$ cat src/design/utf8d_pkg.sv
// shared types and constants of the utf-8 code point decoder
package utf8d_pkg;

   localparam int ByteWidth = 8;
   localparam int CodeWidth = 21;
   localparam int PendWidth = 2;

   // continuation bytes still expected
   localparam logic [PendWidth-1:0] PEND_NONE  = 2'd0;
   localparam logic [PendWidth-1:0] PEND_ONE   = 2'd1;
   localparam logic [PendWidth-1:0] PEND_TWO   = 2'd2;
   localparam logic [PendWidth-1:0] PEND_THREE = 2'd3;

   typedef struct packed {
      logic [CodeWidth-1:0] partial_code;
      logic [PendWidth-1:0] bytes_pending;
   } state_type;

   typedef struct packed {
      logic [CodeWidth-1:0] code_point;
      logic                 has_code;
      logic                 string_end;
   } result_type;

endpackage

$ cat src/design/utf8d_step.sv
// combinational decode of one byte against the partial code point state
module utf8d_step (
   input  logic [utf8d_pkg::ByteWidth-1:0] text_byte,
   input  utf8d_pkg::state_type            state_cur,
   output utf8d_pkg::state_type            state_nxt,
   output logic                            emit,
   output utf8d_pkg::result_type           result
);

   logic [utf8d_pkg::CodeWidth-1:0] cont_bits;
   logic [utf8d_pkg::CodeWidth-1:0] merged;

   // low 6 bits of a continuation byte placed by the count still expected
   always_comb begin
      case (state_cur.bytes_pending)
         utf8d_pkg::PEND_THREE: cont_bits = {3'b000, text_byte[5:0], 12'h000};
         utf8d_pkg::PEND_TWO:   cont_bits = {9'h000, text_byte[5:0], 6'h00};
         default:               cont_bits = {15'h0000, text_byte[5:0]};
      endcase
   end

   assign merged = state_cur.partial_code | cont_bits;

   always_comb begin
      state_nxt         = state_cur;
      emit              = 1'b0;
      result.code_point = '0;
      result.has_code   = 1'b0;
      result.string_end = 1'b0;
      if (text_byte == '0) begin
         emit              = 1'b1;
         result.string_end = 1'b1;
         if (state_cur.bytes_pending != utf8d_pkg::PEND_NONE) begin
            result.code_point = state_cur.partial_code;
            result.has_code   = 1'b1;
         end
         state_nxt = '0;
      end else if (state_cur.bytes_pending != utf8d_pkg::PEND_NONE) begin
         state_nxt.bytes_pending = state_cur.bytes_pending - utf8d_pkg::PEND_ONE;
         state_nxt.partial_code  = merged;
         if (state_cur.bytes_pending == utf8d_pkg::PEND_ONE) begin
            emit                   = 1'b1;
            result.code_point      = merged;
            result.has_code        = 1'b1;
            state_nxt.partial_code = '0;
         end
      end else if (!text_byte[7]) begin
         emit              = 1'b1;
         result.code_point = {13'h0000, text_byte};
         result.has_code   = 1'b1;
      end else if (text_byte[7:5] == 3'b110) begin
         state_nxt.partial_code  = {10'h000, text_byte[4:0], 6'h00};
         state_nxt.bytes_pending = utf8d_pkg::PEND_ONE;
      end else if (text_byte[7:4] == 4'b1110) begin
         state_nxt.partial_code  = {5'h00, text_byte[3:0], 12'h000};
         state_nxt.bytes_pending = utf8d_pkg::PEND_TWO;
      end else begin
         // stray continuation and 0xf8-0xff also land here
         state_nxt.partial_code  = {text_byte[2:0], 18'h00000};
         state_nxt.bytes_pending = utf8d_pkg::PEND_THREE;
      end
   end

endmodule

$ cat src/design/utf8_codepoint_decoder.sv
// top level of the streaming utf-8 code point decoder
// Takes one byte per item and returns a code point item when a sequence
// completes, or an end item on a zero byte. Every byte is registered on
// entry, decoded against the partial code point state, and the result is
// registered on exit, so a byte is accepted every cycle; a closing byte is
// held in the input register, then its result in the output register.
// Bytes that only open or extend a sequence produce no result item.
// Throughput drops only while the result register is held by rsp_ready low.
module utf8_codepoint_decoder (
   input  logic                                clock,
   input  logic                                reset,
   input  logic                                req_valid,
   output logic                                req_ready,
   input  logic [utf8d_pkg::ByteWidth-1:0]     req_text_byte,
   output logic                                rsp_valid,
   input  logic                                rsp_ready,
   output logic [utf8d_pkg::CodeWidth-1:0]     rsp_code_point,
   output logic                                rsp_has_code,
   output logic                                rsp_string_end
);

   logic                            in_valid_ff, in_valid_in;
   logic [utf8d_pkg::ByteWidth-1:0] in_byte_ff;
   utf8d_pkg::state_type            state_ff, state_in;
   logic                            out_valid_ff, out_valid_in;
   utf8d_pkg::result_type           out_ff;

   utf8d_pkg::state_type            step_state;
   utf8d_pkg::result_type           step_result;
   logic                            step_emit;
   logic                            advance;
   logic                            load_out;

   utf8d_step u_step (
      .text_byte (in_byte_ff),
      .state_cur (state_ff),
      .state_nxt (step_state),
      .emit      (step_emit),
      .result    (step_result)
   );

   // staged item moves on unless its result has nowhere to go
   assign advance   = in_valid_ff && (!step_emit || !out_valid_ff || rsp_ready);
   assign load_out  = advance && step_emit;
   assign req_ready = !in_valid_ff || advance;

   assign in_valid_in  = req_valid || (in_valid_ff && !advance);
   assign state_in     = advance ? step_state : state_ff;
   assign out_valid_in = load_out || (out_valid_ff && !rsp_ready);

   always_ff @(posedge clock) begin
      if (reset) begin
         in_valid_ff  <= 1'b0;
         state_ff     <= '0;
         out_valid_ff <= 1'b0;
      end else begin
         in_valid_ff  <= in_valid_in;
         state_ff     <= state_in;
         out_valid_ff <= out_valid_in;
      end
   end

   always_ff @(posedge clock) begin
      if (req_valid && req_ready) begin
         in_byte_ff <= req_text_byte;
      end
      if (load_out) begin
         out_ff <= step_result;
      end
   end

   assign rsp_valid      = out_valid_ff;
   assign rsp_code_point = out_ff.code_point;
   assign rsp_has_code   = out_ff.has_code;
   assign rsp_string_end = out_ff.string_end;

   // a bare end mark carries no code point
   a_bare_end : assert property (@(posedge clock) disable iff (reset)
      rsp_valid && !rsp_has_code |-> rsp_string_end && rsp_code_point == '0)
      else $error("bare end item with code point bits");

   // a zero byte leaves the decoder idle
   a_zero_idle : assert property (@(posedge clock) disable iff (reset)
      advance && in_byte_ff == '0 |=> state_ff == '0)
      else $error("state not cleared by zero byte");

   // bits not yet gathered stay clear
   a_partial_clear : assert property (@(posedge clock) disable iff (reset)
      (state_ff.bytes_pending != utf8d_pkg::PEND_NONE || state_ff.partial_code == '0) &&
      (state_ff.bytes_pending != utf8d_pkg::PEND_ONE || state_ff.partial_code[5:0] == '0) &&
      (state_ff.bytes_pending != utf8d_pkg::PEND_TWO || state_ff.partial_code[11:0] == '0))
      else $error("partial code point has bits below the pending position");

endmodule
$ cat config.mk
export PLATFORM = sky130hd
export DESIGN_NAME = utf8_codepoint_decoder
export DESIGN_NICKNAME = d
export VERILOG_FILES = /design/src/design/utf8d_pkg.sv /design/src/design/utf8d_step.sv /design/src/design/utf8_codepoint_decoder.sv
export SDC_FILE = /design/constraint.sdc
export NUM_CORES = 1
export LEC_CHECK = 0
export BUFFER_PORTS_ARGS = -buffer_cell sky130_fd_sc_hd__buf_2
export CAP_MARGIN = 10
export CELL_PAD_IN_SITES_DETAIL_PLACEMENT = 0
export CELL_PAD_IN_SITES_GLOBAL_PLACEMENT = 1
export CORE_MARGIN = 4
export CORE_UTILIZATION = 44
export DETAILED_ROUTE_END_ITERATION = 8
export GPL_ROUTABILITY_DRIVEN = 0
export PLACE_DENSITY_LB_ADDON = 0.1
export RECOVER_POWER = 50
export SYNTH_ARGS = -nofsm -noshare
export SYNTH_HDL_FRONTEND = slang
export SYNTH_SLANG_ARGS = --single-unit
$ cat constraint.sdc
create_clock -name clock -period 3.4 [get_ports clock]
set_input_delay 0.17 -clock clock [delete_from_list [all_inputs] [get_ports clock]]
set_output_delay 0.17 -clock clock [all_outputs]
set_load 0.01 [all_outputs]
# Yosys cells after proc, flatten, opt, wreduce, memory -nomap -nowiden
# Cells that the tools add are included.
[word_totals]
reg_bits = 56
out_inout_bits = 25
[classes]
add_sub_neg = 1
eq_ne = 5
muxes = 17
bitwise = 1
reduce_logical = 19
[op_table]
columns = ["operator", "count"]
rows = [
  ["2-to-1 mux 23 bit", 5],
  ["2-to-1 mux 22 bit", 4],
  ["case mux 18 bit (2 select lines)", 1],
  ["2-to-1 mux 21 bit", 1],
  ["bitwise OR 21 x 18 -> 21 bit", 1],
  ["logical NOT 8 bit", 1],
  ["2-to-1 mux 8 bit", 1],
  ["logical AND 1 bit", 5],
  ["logical NOT 1 bit", 5],
  ["logical OR 1 bit", 5],
  ["2-to-1 mux 1 bit", 5],
  ["equality test 2 bit (second input constant)", 2],
  ["equality test 4 bit (second input constant)", 1],
  ["equality test 3 bit (second input constant)", 1],
  ["nonzero test 3 bit", 1],
  ["equality test 2 x 1 -> 1 bit (second input constant)", 1],
  ["AND reduction 2 bit", 1],
  ["nonzero test 2 bit", 1],
  ["subtractor 2 x 1 -> 2 bit (second input constant)", 1],
]

# Logic depth before layout (Yosys ltp)
[logic_depth]
depth_word = 11
depth_mapped = 7

# Cells and area by module
# Synthesis repeated with hierarchy kept, for this count alone.
[unflattened]
hier_cells = 265
hier_area_um2 = 2907.8
[modules_own_cells]
columns = ["module", "instances", "cells_per_inst", "area_per_inst_um2", "seq_area_each_um2"]
rows = [
  ["utf8_codepoint_decoder", 1, 142, 2094.5, 1431.4],
  ["utf8d_step", 1, 123, 813.3, 0.0],
]

# Least setup slack after synthesis
# No wires, ideal clock.
[synth_path]
path_type = "reg-to-reg"
from = "register in_byte_ff[0] (netlist bit)"
to = "register out_ff (netlist bit rsp_code_point[0]) (enable)"
setup_time_ns = 0.403
t_arrival_ns = 2.407
slack_ns = 0.591
stages_incl_launch_ff = 5
n_path_buf = 0
path_cell_list = "edfxtp_1 > or4_4 > o22ai_4 > nand2_1 > nor2_1"
[synth_via]
elab_chain_len = 7
[synth_rtl]
columns = ["element", "line_no", "text"]
rows = [
  ["start: declaration", "utf8_codepoint_decoder.sv:23", "logic [utf8d_pkg::ByteWidth-1:0] in_byte_ff;"],
  ["start signal: assignment", "utf8_codepoint_decoder.sv:65", "in_byte_ff <= req_text_byte;"],
  ["logical NOT 8 bit *", "utf8d_step.sv:30", "if (text_byte == '0) begin"],
  ["2-to-1 mux 1 bit *", "utf8d_step.sv:30", ""],
  ["logical NOT 1 bit", "utf8_codepoint_decoder.sv:43", "assign advance = in_valid_ff && (!step_emit || !out_valid_ff || rsp_ready);"],
  ["logical OR 1 bit (2 in series)", "utf8_codepoint_decoder.sv:43", ""],
  ["logical AND 1 bit", "utf8_codepoint_decoder.sv:43", ""],
  ["logical AND 1 bit *", "utf8_codepoint_decoder.sv:44", "assign load_out = advance && step_emit;"],
  ["via load_out", "utf8_codepoint_decoder.sv:32", "logic load_out;"],
  ["end signal: assignment", "utf8_codepoint_decoder.sv:68", "out_ff <= step_result;"],
  ["end: declaration", "utf8_codepoint_decoder.sv:26", "utf8d_pkg::result_type out_ff;"],
]
# The timed path passes the listed nets; every way through them passes the cells marked *.
# A chain may end at the register's enable or synchronous reset.

# Final worst setup path
[layout_path]
from = "register in_byte_ff[0] (netlist bit)"
to = "register out_ff (netlist bit rsp_code_point[5]) (enable)"
# The elaborated chain is that of the path after synthesis.

==> summary.md <==
| Metric | Value |
|---|---|
| First-pass GRT wire length | `7890 um` |
| Synth warnings | `0` |
| Core Area | `0.00511 sq mm` |
| Post-synthesis cell area | `0.00233 sq mm` |
| CP required | `3.40 ns` |
| Setup WS post-layout | `0.536 ns` |
| Main synth FF type | `edfxtp_1` |
| Final Hold Vio Count | `0` |
| Fin Clk Skew | `0.00471 ns` |
| Leakage | `0.000880 uW` |
| Vias post-DR | `1622` |
| Setup_tns | `0 ns` |
| Worst Path Arrival | `2.87 ns` |
| GR Util All Layers | `15.8%` |
| Mean Syn Cell Area | `11.9 sq um` |
| Top Ports | `37` |
| Worst Setup Path Type | `register to register` |
| Fin. max-slew vios | `0` |
| Register area share after synthesis | `61.4%` |
| Die area | `0.00653 sq mm` |
| Final setup fails | `0` |
| DP Worst Slack | `0.847 ns` |
| Syn nets | `208` |
| Post-route antenna net violation count | `0` |
| Routed len/inst | `16.2 um` |
| CTS tree | `done` |
| Die Wd | `80.8 um` |
| Initial Util | `45.6%` |
| Yosys reg bits | `56` |
| # clock sinks | `56` |
| Total CTS buffers | `5` |
| Maxcap violations | `0` |
| Hold-critical path endpoint | `in_byte_ff[1]` |
| CP startpoint kind | `register` |
| Most common cell after layout, fill and taps aside | `edfxtp_1` |
| Iteration-0 DRC Markers | `114` |
| Hold Path Class | `input port to register` |
| Initial antenna violation count | `0` |
| Clock root cell | `clkbuf_8` |
| Post-CTS sizing | `0` |
| Status | `completed` |
| DR vias/cell | `5.46` |
| GRT Residual Overflow | `0` |
| Worst R2R Start | `in_byte_ff[0]` |
| Peak fanout along the critical path | `16` |
| Vias in the first global route | `1613` |
| HP Start | `req_text_byte[1]` |
| Site Rows | `26` |
| # DRC | `0` |
| Clock H-tree levels | `2` |
| Hold WS | `0.0357 ns` |
| Final WL | `4810 um` |
| First drt pass iteration count | `4` |
| Worst relative slew slack | `43.0%` |
| Power, Total | `1330 uW` |
| Final period util | `84.2%` |
| Final HPWL DP | `3480 um` |
| EDFF count, synth | `31` |
| Pwr/cell area | `508 mW/mm^2` |
| Ant diodes | `0` |
| Clk Latency, worst-skew pair | `0.30 ns` |
| Reg-to-reg slack, setup | `0.54 ns` |
| Worst r2r path cells | `5` |
| RSZ-0062 raised after global routing | `no` |
| Fmax | `349 MHz` |
| Port-buffer cells | `36` |
| Worst-margin pin slew | `0.851 ns` |
| Layout cell share with drive strength beyond 1 | `14.1%` |
| Final nets | `238` |
| Largest net degree at the start of global routing | `25` |
| IR drop worst, VDD | `0.000241 V` |
| Non-Filler Instances | `297` |
| Final Critical Period | `2.86 ns` |
| R2r endpoint | `rsp_code_point[5]` |
| Share of flip-flops with an asynchronous set or reset | `0%` |
| Distinct cells, synth | `45` |
| Synth Instances | `196` |
| Postcts setup bufs | `0` |
| Hold Path Cell Cnt | `1` |
| Clk buf depth | `2` |
| Die H | `80.8 um` |
| Hold-fix buffers, CTS | `0` |
| Worst-path clk slew | `0.10 ns` |
| Layout area overhead | `12.2%` |
| Worst setup EP type | `register` |
| Placed instance count | `289` |
| Most frequent cells in the layout | `31 x edfxtp_1, 25 x dfxtp_1, 24 x clkbuf_1` |
Yosys cell counts, drive strengths merged, types with 2 or more instances:
master   number  area (sq um)
a22o          4          35.0
nor3          3          15.0
a32o          5          50.1
a31oi         2          12.5
inv           7          26.3
nand2b        9          56.3
and2          5          31.3
nor2          5          18.8
nand3         2          10.0
a2bb2oi       5          43.8
clkbuf        8          30.0
nand2        10          40.0
a21oi        13          68.8
o22ai         2          26.3
o21a          4          30.0
buf           6          30.0
a211oi        2          20.0
nor2b        16           100
or3           2          12.5
dfxtp        25           500
a31o          5          43.8
or4           3          30.0
nor4          2          18.8
o21ai         8          40.0
edfxtp       31           931
power breakdown:
group / switching [uW] / internal [uW] / total, uW
clock: 209 / 241 / 450
combinational: 63.7 / 43.9 / 108
sequential: 29.8 / 742 / 771
total: 303 / 1030 / 1330
critical path: stages (launching register included):
cell and delay, ns:
edfxtp_1 0.52, or4_4 0.58, o22ai_1 0.57, nand2_1 0.18, nor2_2 0.39, buf_4 0.32
routing by layer:
metal	up-vias	wire length (um)	track usage, %
met5	-	0	0
met4	0	97	6.25
met3	13	305	3.10
met2	53	2410	27.1
met1	764	2000	19.7
li1	792	-	-
cells by family after synthesis:
kind of cell    count (synthesis)  synth area share, %
flops                          56                 61.4
simple gates                   59                 15.0
mux                             1                0.590
buf+inv                        21                 3.70
compound gates                 59                 19.3
layout make-up:
cell class	count	area, sq um
Clock buffer	6	82.6
Clock inverter	2	38.8
Fill cell	493	2490
Inverter	7	26.3
Multi-Input combinational cell	119	792
Sequential cell	56	1430
Tap cell	70	87.6
Timing Repair Buffer	37	158
stage by stage:
stage / utilization, % / cell area, sq um
3_5_place_dp: 49.9 / 2550
5_1_grt: 51.2 / 2620
4_1_cts: 52.3 / 2670
3_3_place_gp: 49.9 / 2550
6_report: 51.2 / 2620
2_1_floorplan: - / 2330
state kept, by name, indices dropped and copies added, names as in the netlist:
register,cells
in_valid_ff,1
rsp_string_end,1
state_ff,23
in_byte_ff,8
rsp_code_point,21
rsp_valid,1
rsp_has_code,1
worst max path at each step:
| stage | from | endpoint | slack (ns) | cells after the start |
|---|---|---|---|---|
| finish | in_byte_ff[0] | rsp_code_point[5] | 0.54 | 5 |
| global route | in_byte_ff[4] | rsp_code_point[6] | 0.41 | 5 |
| CTS | in_byte_ff[0] | rsp_code_point[9] | 0.82 | 5 |
| detailed placement | in_byte_ff[0] | rsp_code_point[5] | 0.85 | 5 |
| global placement | in_byte_ff[0] | rsp_code_point[5] | 0.91 | 5 |
| floorplan | in_byte_ff[0] | rsp_code_point[0] | 0.59 | 4 |
No activity file was read; power rests on OpenSTA's default activity.
